--- config.mk ---
export PLATFORM = sky130hd
export DESIGN_NAME = utf8_stream_validator
export DESIGN_NICKNAME = d
export VERILOG_FILES = /design/src/rtl/u8sv_pkg.sv /design/src/rtl/u8sv_step.sv /design/src/rtl/utf8_stream_validator.sv
export VERILOG_INCLUDE_DIRS = /design/src /design/src/rtl
export SDC_FILE = /design/constraint.sdc
export NUM_CORES = 1
export LEC_CHECK = 0
export BUFFER_PORTS_ARGS = -buffer_cell sky130_fd_sc_hd__buf_2
export CELL_PAD_IN_SITES_DETAIL_PLACEMENT = 1
export CELL_PAD_IN_SITES_GLOBAL_PLACEMENT = 2
export CORE_MARGIN = 5
export CORE_UTILIZATION = 39
export CTS_CLUSTER_DIAMETER = 30
export DETAILED_ROUTE_END_ITERATION = 12
export PLACE_DENSITY_LB_ADDON = 0.1
export SLEW_MARGIN = 20
export SYNTH_ARGS = -nofsm -noshare
export SYNTH_HDL_FRONTEND = slang
export SYNTH_HIERARCHICAL = 1
export SYNTH_SLANG_ARGS = --single-unit
--- constraint.sdc ---
create_clock -name clk -period 3 [get_ports clk]
set_input_delay 0.15 -clock clk [delete_from_list [all_inputs] [get_ports clk]]
set_output_delay 0.15 -clock clk [all_outputs]
set_load 0.02 [all_outputs]
--- src/rtl/utf8_stream_validator_defines.svh ---
// Assertion macros shared by the UTF-8 stream validator RTL.
// No dependencies; included by the files that carry concurrent assertions.
`ifndef UTF8_STREAM_VALIDATOR_DEFINES_SVH
`define UTF8_STREAM_VALIDATOR_DEFINES_SVH

// Same-cycle implication, checked outside reset.
`define U8SV_ASSERT_IMP(label, clk, rst_n, ante, cons) \
  label: assert property (@(posedge clk) disable iff (!rst_n) (ante) |-> (cons)) \
    else $error("u8sv assertion failed");

// Next-cycle implication, checked outside reset.
`define U8SV_ASSERT_NXT(label, clk, rst_n, ante, cons) \
  label: assert property (@(posedge clk) disable iff (!rst_n) (ante) |=> (cons)) \
    else $error("u8sv assertion failed");

`endif

--- src/rtl/u8sv_pkg.sv ---
// Shared types and constants of the UTF-8 stream validator.
// No dependencies; used by u8sv_step and utf8_stream_validator.
`default_nettype none

package u8sv_pkg;

  localparam int CODE_W = 21;

  // Prefix tags of lead and continuation bytes.
  localparam logic [1:0] CONT_TAG  = 2'b10;
  localparam logic [2:0] LEAD2_TAG = 3'b110;
  localparam logic [3:0] LEAD3_TAG = 4'b1110;
  localparam logic [4:0] LEAD4_TAG = 5'b11110;

  // Length codes of the open sequence (counted in continuation bytes).
  localparam logic [1:0] SEQ_NONE  = 2'd0;
  localparam logic [1:0] SEQ_TWO   = 2'd1;
  localparam logic [1:0] SEQ_THREE = 2'd2;
  localparam logic [1:0] SEQ_FOUR  = 2'd3;

  // Highest overlong value for each sequence length.
  localparam logic [CODE_W-1:0] FLOOR_TWO   = 21'h00007F;
  localparam logic [CODE_W-1:0] FLOOR_THREE = 21'h0007FF;
  localparam logic [CODE_W-1:0] FLOOR_FOUR  = 21'h00FFFF;

  typedef struct packed {
    logic [1:0]        bytes_pending;
    logic [1:0]        seq_length;
    logic [CODE_W-1:0] partial_code;
    logic              error_latched;
  } dec_state_t;

  localparam dec_state_t STATE_CLEAR = '{
    bytes_pending: 2'd0,
    seq_length:    SEQ_NONE,
    partial_code:  '0,
    error_latched: 1'b0
  };

endpackage

`default_nettype wire

--- src/rtl/u8sv_step.sv ---
// Per-byte decode step: next decoder state and verdict for one byte.
// Depends on u8sv_pkg.
`default_nettype none

module u8sv_step (
  input  u8sv_pkg::dec_state_t state_i,
  input  logic [7:0]           byte_i,
  input  logic                 last_i,
  output u8sv_pkg::dec_state_t state_o,
  output logic                 verdict_o
);
  import u8sv_pkg::*;

  dec_state_t        upd;
  logic [CODE_W-1:0] shifted;
  logic [CODE_W-1:0] floor_value;

  assign shifted = {state_i.partial_code[CODE_W-7:0], byte_i[5:0]};

  always_comb begin
    case (state_i.seq_length)
      SEQ_TWO:   floor_value = FLOOR_TWO;
      SEQ_THREE: floor_value = FLOOR_THREE;
      default:   floor_value = FLOOR_FOUR;
    endcase
  end

  always_comb begin
    upd = state_i;
    if (!state_i.error_latched) begin
      if (state_i.bytes_pending != 2'd0) begin
        // Expecting a continuation byte.
        if (byte_i[7:6] != CONT_TAG) begin
          upd.error_latched = 1'b1;
        end else begin
          upd.bytes_pending = state_i.bytes_pending - 2'd1;
          upd.partial_code  = shifted;
          if (state_i.bytes_pending == 2'd1) begin
            if (shifted <= floor_value) begin
              upd.error_latched = 1'b1;
            end
            upd.seq_length   = SEQ_NONE;
            upd.partial_code = '0;
          end
        end
      end else if (byte_i[7] == 1'b0) begin
        // Single-byte character: nothing to track.
      end else if (byte_i[7:5] == LEAD2_TAG) begin
        upd.partial_code  = CODE_W'(byte_i[4:0]);
        upd.seq_length    = SEQ_TWO;
        upd.bytes_pending = 2'd1;
      end else if (byte_i[7:4] == LEAD3_TAG) begin
        upd.partial_code  = CODE_W'(byte_i[3:0]);
        upd.seq_length    = SEQ_THREE;
        upd.bytes_pending = 2'd2;
      end else if (byte_i[7:3] == LEAD4_TAG) begin
        upd.partial_code  = CODE_W'(byte_i[2:0]);
        upd.seq_length    = SEQ_FOUR;
        upd.bytes_pending = 2'd3;
      end else begin
        // Stray continuation or a lead byte of F8 to FF.
        upd.error_latched = 1'b1;
      end
    end
  end

  // A cut-off sequence at the end of the string makes the verdict invalid.
  assign verdict_o = !upd.error_latched && (upd.bytes_pending == 2'd0);
  assign state_o   = last_i ? STATE_CLEAR : upd;

endmodule

`default_nettype wire

--- src/rtl/utf8_stream_validator.sv ---
// Top level of the UTF-8 stream validator: input register, decode step, result register.
// Depends on u8sv_pkg, u8sv_step and utf8_stream_validator_defines.svh.
//
//  Channel | Direction | tdata (low bit up)      | tuser | tlast
//  --------+-----------+-------------------------+-------+-----------------
//  in_     | slave     | [7:0] byte_value        | none  | last_byte
//  out_    | master    | [0] utf8_valid, 0 above | none  | none
//
// One byte is taken per cycle unless the input register stalls. A request is decoded
// while it sits in the input register and its verdict is written to the result register
// when it leaves, so out_tvalid rises once the last byte has left the input register.
// Reset (rst_n low, synchronous) empties both registers and clears the decoder
// state. Only a request carrying tlast needs the result register; when that
// register still holds an untaken verdict such a request stalls in the input
// register, otherwise bytes keep flowing.
`default_nettype none

`include "utf8_stream_validator_defines.svh"

module utf8_stream_validator (
  input  logic       clk,
  input  logic       rst_n,
  input  logic       in_tvalid,
  output logic       in_tready,
  input  logic [7:0] in_tdata,   // [7:0] byte_value
  input  logic       in_tlast,
  output logic       out_tvalid,
  input  logic       out_tready,
  output logic [7:0] out_tdata   // [0] utf8_valid, [7:1] zero
);
  import u8sv_pkg::*;

  // Input register.
  logic       s1_valid_r, s1_valid_nxt;
  logic [7:0] s1_byte_r;
  logic       s1_last_r;

  // Decoder state, carried from string byte to string byte.
  dec_state_t state_r, state_nxt;
  dec_state_t step_state;
  logic       step_verdict;

  // Result register.
  logic out_valid_r, out_valid_nxt;
  logic out_bit_r;

  logic s1_go;
  logic in_take;

  // The held byte moves on unless it needs the result register and that
  // register is full and not being drained.
  assign s1_go   = s1_valid_r && (!s1_last_r || !out_valid_r || out_tready);
  assign in_tready = !s1_valid_r || s1_go;
  assign in_take = in_tvalid && in_tready;

  u8sv_step u_step (
    .state_i   (state_r),
    .byte_i    (s1_byte_r),
    .last_i    (s1_last_r),
    .state_o   (step_state),
    .verdict_o (step_verdict)
  );

  always_comb begin
    s1_valid_nxt = in_take ? 1'b1 : (s1_go ? 1'b0 : s1_valid_r);
    state_nxt    = s1_go ? step_state : state_r;
    if (s1_go && s1_last_r) begin
      out_valid_nxt = 1'b1;
    end else if (out_tready) begin
      out_valid_nxt = 1'b0;
    end else begin
      out_valid_nxt = out_valid_r;
    end
  end

  always_ff @(posedge clk) begin
    if (!rst_n) begin
      s1_valid_r  <= 1'b0;
      out_valid_r <= 1'b0;
      state_r     <= STATE_CLEAR;
    end else begin
      s1_valid_r  <= s1_valid_nxt;
      out_valid_r <= out_valid_nxt;
      state_r     <= state_nxt;
    end
  end

  // Payload registers carry no reset.
  always_ff @(posedge clk) begin
    if (in_take) begin
      s1_byte_r <= in_tdata;
      s1_last_r <= in_tlast;
    end
    if (s1_go && s1_last_r) begin
      out_bit_r <= step_verdict;
    end
  end

  assign out_tvalid = out_valid_r;
  assign out_tdata  = {7'd0, out_bit_r};

  // Pending continuation bytes never exceed the length of the open sequence.
  `U8SV_ASSERT_IMP(a_pending_le_len, clk, rst_n, 1'b1, state_r.bytes_pending <= state_r.seq_length)
  // With no sequence open, no partial value is kept.
  `U8SV_ASSERT_IMP(a_idle_code_zero, clk, rst_n, state_r.bytes_pending == 2'd0, state_r.partial_code == '0)
  // The end of a string leaves the decoder cleared.
  `U8SV_ASSERT_NXT(a_clear_after_last, clk, rst_n, s1_go && s1_last_r, state_r == STATE_CLEAR)
  // A verdict only appears right after a last byte was decoded.
  `U8SV_ASSERT_IMP(a_verdict_source, clk, rst_n, $rose(out_valid_r), $past(s1_go && s1_last_r))

endmodule

`default_nettype wire

==> results of run 1 <==
==> power breakdown <==
| part | switching (W) | total [W] | internal [W] |
|---|---|---|---|
| clock | 0.000178 | 0.000343 | 0.000165 |
| combinational | 0.0000727 | 0.000113 | 0.0000400 |
| sequential | 0.0000145 | 0.000473 | 0.000458 |
==> how the worst max path moves through the flow <==
stage / start / to / slack, ns
2_1_floorplan: state_r[23]$_SDFFE_PN0P_ / out_bit_r$_DFFE_PP_ / 0.97
5_1_grt: state_r[23]$_SDFFE_PN0P_ / state_r[0]$_SDFFE_PN0P_ / 0.47
6_report: state_r[23]$_SDFFE_PN0P_ / out_bit_r$_DFFE_PP_ / 0.69
3_5_place_dp: state_r[24]$_SDFFE_PN0P_ / state_r[9]$_SDFFE_PN0P_ / 0.72
4_1_cts: state_r[23]$_SDFFE_PN0P_ / out_bit_r$_DFFE_PP_ / 0.69
3_3_place_gp: state_r[23]$_SDFFE_PN0P_ / out_bit_r$_DFFE_PP_ / 0.68
==> worst max-delay path, delay by kind of cell, from the launching register on <==
family,cells,cell delay (ns)
and+or+nand+nor,1,0.22
buffers and inverters,2,0.23
AOI/OAI and AO/OA,4,0.70
DFF,1,0.36
adders and majority gates,2,0.56
==> per-layer routing <==
layer	track usage, %	vias to the layer above
met5	0	-
met4	4.32	0
met3	2.72	5
met2	24.3	19
met1	22.0	859
li1	-	904
==> area by class of cell <==
class / instances / area (sq um)
Tap cell: 72 / 90.1
Clock buffer: 5 / 68.8
Timing Repair Buffer: 18 / 97.6
Clock inverter: 3 / 22.5
Fill cell: 667 / 3200
Sequential cell: 32 / 741
Multi-Input combinational cell: 196 / 1250
Inverter: 9 / 33.8
==> metrics by stage <==
step                      setup WS (ns)  util [%]  hold WS (ns)
after floorplan                   0.971         -         0.249
after global placement            0.676      40.2         0.327
after detailed placement          0.719      40.2         0.329
after CTS                         0.689      41.8        0.0216
after global routing              0.472      41.8        0.0187
final                             0.692      41.8        0.0315
==> state kept, by name, summed over array words and instances (netlist names) <==
signal      flops
s1_valid_r      1
s1_byte_r       8
s1_last_r       1
out_tvalid      1
state_r        20
out_bit_r       1
==> summary.md, run 1 <==
| Metric | Value |
|---|---|
| Outcome | finished clean |
| CTS Root Cell | clkbuf_8 |
| Final cell count without fillers | 335 |
| Routed wl met3 | 126 microns |
| Reg2reg setup slack | 0.69 ns |
| Element type at the critical path end | register |
| Final instance area | 0.00230 sq mm |
| Area of the core | 0.00551 sq mm |
| Max layer used | met4 |
| Total grt overflow | 0 |
| Cts repair resizes | 0 |
| Inst Count DP | 327 |
| Vias | 1787 |
| Post-route clock period utilization | 76.9% |
| Largest net degree at the start of global routing | 43 |
| Slew @ Worst Pin | 0.763 ns |
| Initial core utilization | 40.3% |
| Pwr Density | 403 mW/mm^2 |
| Kind of critical path | register to register |
| Critical Path RT | 3.04 ns |
| Final WL | 5.41 mm |
| Nets | 284 |
| Most frequent cells in the layout | nand2_1, dfxtp_1, mux2i_1, nor2_1, buf_2 |
| Die area | 0.00730 sq mm |
| IO buf count | 15 |
| Commonest non-fill, non-tap cell in the layout | nand2_1 |
| Vias in the first global route | 1779 |
| # rows | 27 |
| Fraction of layout cells with a size suffix above 1 | 14.4% |
| Pre-antenna DRT Iters | 6 |
| Syn avg cell area | 8.60 sq um |
| Num CTS Buffers | 5 |
| Peak supply drop | 0.000188 V |
| Hold WC Path Type | input port to register |
| RR Startpoint | state_r[23]$_SDFFE_PN0P_ |
| Slowest stage delay, CP | 0.36 ns |
| CP max stage cell | dfxtp_1 |
| ANT cells | 0 |
| Hold Path Sink | s1_last_r$_DFFE_PP_ |
| Skew final | 0.00904 ns |
| Post-DP HPWL | 3.81 mm |
| # DRC | 0 |
| TritonCTS clock tree | yes |
| Count of pins over their slew limit | 0 |
| Number of post-CTS setup repair buffers | 0 |
| Routed wl met2 | 2.44 mm |
| First-pass GRT wire length | 9.18 mm |
| Critical R2R Capture | out_bit_r$_DFFE_PP_ |
| Final Hold Viols | 0 |
| Startpoint Class | register |
| Crit-path max FO | 5 |
| Yosys warning total | 6 |
| Post-route setup TNS | 0 ns |
| All-Layer GR Usage | 15.6% |
| Iteration-0 DRC Markers | 84 |
| CTS sink count | 32 |
| DIE HEIGHT | 85.4 microns |
| Hold Path Stages | 1 |
| Clock Pin Slew Worst Setup and Hold Paths | 0.08 ns |
| Tot Pwr | 0.000928 W |
| Worst R2R Path Depth | 9 |
| Top-level I/O count | 23 |
| WL/cell | 16.1 microns |
| Worst Min Path Start | in_tlast |
| Max cap viols | 0 |
| Relative slew slack | 49.0% |
| Arr. time, crit path | 2.35 ns |
| Post-Route M1 WL | 2.79 mm |
| Final worst path period need | 2.31 ns |
| Post-route ant nets | 0 |
| Cell Area, Synth | 0.00222 sq mm |
| Die width | 85.4 microns |
| P&R area growth vs syn | 3.78% |
| Final setup viols | 0 |
| CTS Hold Bufs | 0 |
| Cells after synthesis | 258 |
| Placed instance area | 0.00221 sq mm |
| Vias per cell | 5.33 |
| Clk buf depth | 2 |
| Worst-path cell chain | inv_1, ha_1, inv_1, ha_1, a31oi_1, o221ai_1, a211oi_1, o32ai_2, and3_1 |
| Fmax | 433 MHz |
| RSZ-0062 raised after global routing | no |
| Worst-Skew Late Latency | 0.29 ns |
| Htree depth | 2 |
| Initial antenna violation count | 0 |
| Placer Congestion | 0.798 |
| Leakage dissipation | 0.832 nW |
Note: power is estimated with default switching activity, not from simulation.
==> inputs of run 2 (changes only) <==
Settings changed: CORE_UTILIZATION 39 to 33.
Clock period 3 ns to 2.1 ns, I/O delays scaled along.
==> run 2 against run 1 <==
  * The run now ends with setup timing left
  * Worst setup slack got worse by 0.74 ns
  * Register-to-register slack worse by 0.74 ns
  * Cell count grew 7.5%
  * Global-route usage fell by 0.29 points
  * Fmax rose by 7.3%
  * Sequential share of layout area down 4.3 points
  * Sequential power grew 41%
  * Largest cell class unchanged
  * Largest power group unchanged
==> summary.md, run 2 (same netlist as run 1, synthesis figures left out) <==
| Metric | Value |
|---|---|
| Outcome | finished, violations left |
| Violated checks | setup timing |
| Die width | 92.0 microns |
| Vias per cell | 5.25 |
| Sequential cell area | 743 sq um |
| Nets | 304 |
| Leakage dissipation | 0.955 nW |
| Crit-path max FO | 5 |
| # DRC | 0 |
| Gr busiest metal | met2 |
| M3 GR Usage | 2.78% |
| Slew @ Worst Pin | 0.715 ns |
| Total grt overflow | 0 |
| ANT cells | 0 |
| Vias | 1890 |
| Pwr Density | 519 mW/mm^2 |
| Count of pins over their slew limit | 0 |
| Post-route ant nets | 0 |
| Kind of critical path | register to register |
| Max reg flops | 20 |
| First-pass GRT wire length | 10.3 mm |
| Hold Path Stages | 1 |
| Final cell count without fillers | 360 |
| Slowest stage delay, CP | 0.36 ns |
| Die area | 0.00846 sq mm |
| Top-level I/O count | 23 |
| Final setup viols | 2 |
| Worst R2R Path Depth | 11 |
| Fillers | 772 |
| Clock Pin Slew Worst Setup and Hold Paths | 0.07 ns |
| All-Layer GR Usage | 15.3% |
| Area of the core | 0.00646 sq mm |
| Placer Congestion | 0.866 |
| Post-route clock period utilization | 102% |
| GRT met2 Usage | 25.9% |
| Htree depth | 2 |
| Hold WC Path Type | input port to register |
| Initial antenna violation count | 0 |
| Final worst path period need | 2.15 ns |
| Critical Path RT | 2.27 ns |
| Core Util, Final | 41.2% |
| WL/cell | 17.6 microns |
| Peak supply drop | 0.000302 V |
| Crit path top cell by count | ha_4 |
| Clk buf depth | 2 |
| # rows | 29 |
| Pre-antenna DRT Iters | 4 |
| Met1 Use GR | 20.2% |
| Top Registers | state_r (20), s1_byte_r (8) |
| Inst Count DP | 344 |
| Initial core utilization | 34.3% |
| CTS sink count | 32 |
| TritonCTS clock tree | yes |
| Multi-input logic area | 0.00141 sq mm |
| RSZ-0062 raised after global routing | yes |
| Startpoint Class | register |
| Iteration-0 DRC Markers | 109 |
| Vias in the first global route | 1948 |
| CP max stage cell | o32ai_2 |
| Biggest register | state_r |
| Element type at the critical path end | register |
| Fmax | 465 MHz |
| IO buf count | 15 |
| P&R area growth vs syn | 20.0% |
| Final Hold Viols | 0 |
| Num CTS Buffers | 5 |
| Most frequent cells in the layout | nand2_1, mux2i_1, nor2_1 |
| Fraction of layout cells with a size suffix above 1 | 25.1% |
| DIE HEIGHT | 92.0 microns |
| CTS Root Cell | clkbuf_8 |
| Skew final | 0.00322 ns |
| Setup ws final | -0.0511 ns |
| Final WL | 6.34 mm |
| Worst-path cell chain | inv_2, ha_4, inv_6, ha_4, nand4_1, o221ai_2, a211oi_2, o32ai_2, nor2_1, nand2_1, mux2i_1 |
| Relative slew slack | 52.4% |
| Commonest non-fill, non-tap cell in the layout | nand2_1 |
| Number of post-CTS setup repair buffers | 0 |
| Worst-Skew Late Latency | 0.28 ns |
| Max cap viols | 0 |
| Largest net degree at the start of global routing | 43 |
| Post-DP HPWL | 4.21 mm |
| Arr. time, crit path | 2.32 ns |
## run 2: changes by cell type in the layout (fill, tap and decap cells not counted), moves of 6 or more
cell	previous run	this run
ha_4	0	6
buf_4	3	14
dlygate4sd3_1	0	8
ha_1	9	3
## run 2: worst max-delay path, delay by kind of cell, from the launching register on
| family | cells | cell delay [ns] |
|---|---|---|
| muxes | 1 | 0.08 |
| and+or+nand+nor | 3 | 0.31 |
| AOI/OAI and AO/OA | 3 | 0.65 |
| buffers and inverters | 2 | 0.11 |
| adders and majority gates | 2 | 0.56 |
| DFF | 1 | 0.34 |
## run 2: path summary, 6_finish.rpt
| check | startpoint | end | slack, ns |
|---|---|---|---|
| worst max register to register | state_r[23]$_SDFFE_PN0P_ | state_r[0]$_SDFFE_PN0P_ | -0.05 |
| worst min-delay path | in_tdata[5] | s1_byte_r[5]$_DFFE_PP_ | 0.02 |
| worst min register to register | state_r[14]$_SDFFE_PN0P_ | state_r[14]$_SDFFE_PN0P_ | 0.48 |
| worst max-delay path | state_r[23]$_SDFFE_PN0P_ | state_r[0]$_SDFFE_PN0P_ | -0.05 |
## run 2: cell type report
cell class                 instances  area share (%)
tap                               77            3.62
clock buffer                       6            3.10
clock inverter                     2           0.376
inverter                           9            1.46
multi-input combinational        196            53.0
sequential                        32            27.9
timing repair buffer              38            10.5
## run 2: metal layers
metal / wire length (microns) / up-vias / share of wire [%]
met4: 82 / 0 / 1.3
met1: 2940 / 899 / 46
met3: 218 / 8 / 3.4
met2: 3110 / 40 / 49
met5: 0 / - / 0
li1: - / 943 / -
## run 2: repair_timing
item | CTS | global route
gates resized for setup | 11 | 16
pin swaps | 5 | 5
endpoints found under the setup margin | 2 | 2
hold buffers | 8 | 0
endpoints found under the hold margin | 8 | 0
## run 2: per-stage QoR
stage	TNS [ns]	hold WS [ns]	total power (W)	setup slack, ns	cell area [sq um]
floorplan	0	0.204	0.000833	0.0715	2240
global placement	-0.0284	0.282	0.000866	-0.0167	2320
detailed placement	-0.162	0.284	0.000866	-0.0840	2320
CTS	0	0.0107	0.00140	0.0130	2570
global route	-0.159	0.0184	0.00146	-0.0967	2660
finish	-0.0719	0.0228	0.00138	-0.0511	2660
## run 2: where the power goes
group | total, W | internal, W | switching [W]
sequential | 0.000669 | 0.000655 | 0.0000145
clock | 0.000509 | 0.000262 | 0.000247
combinational | 0.000204 | 0.0000807 | 0.000123
total | 0.00138 | 0.000997 | 0.000385
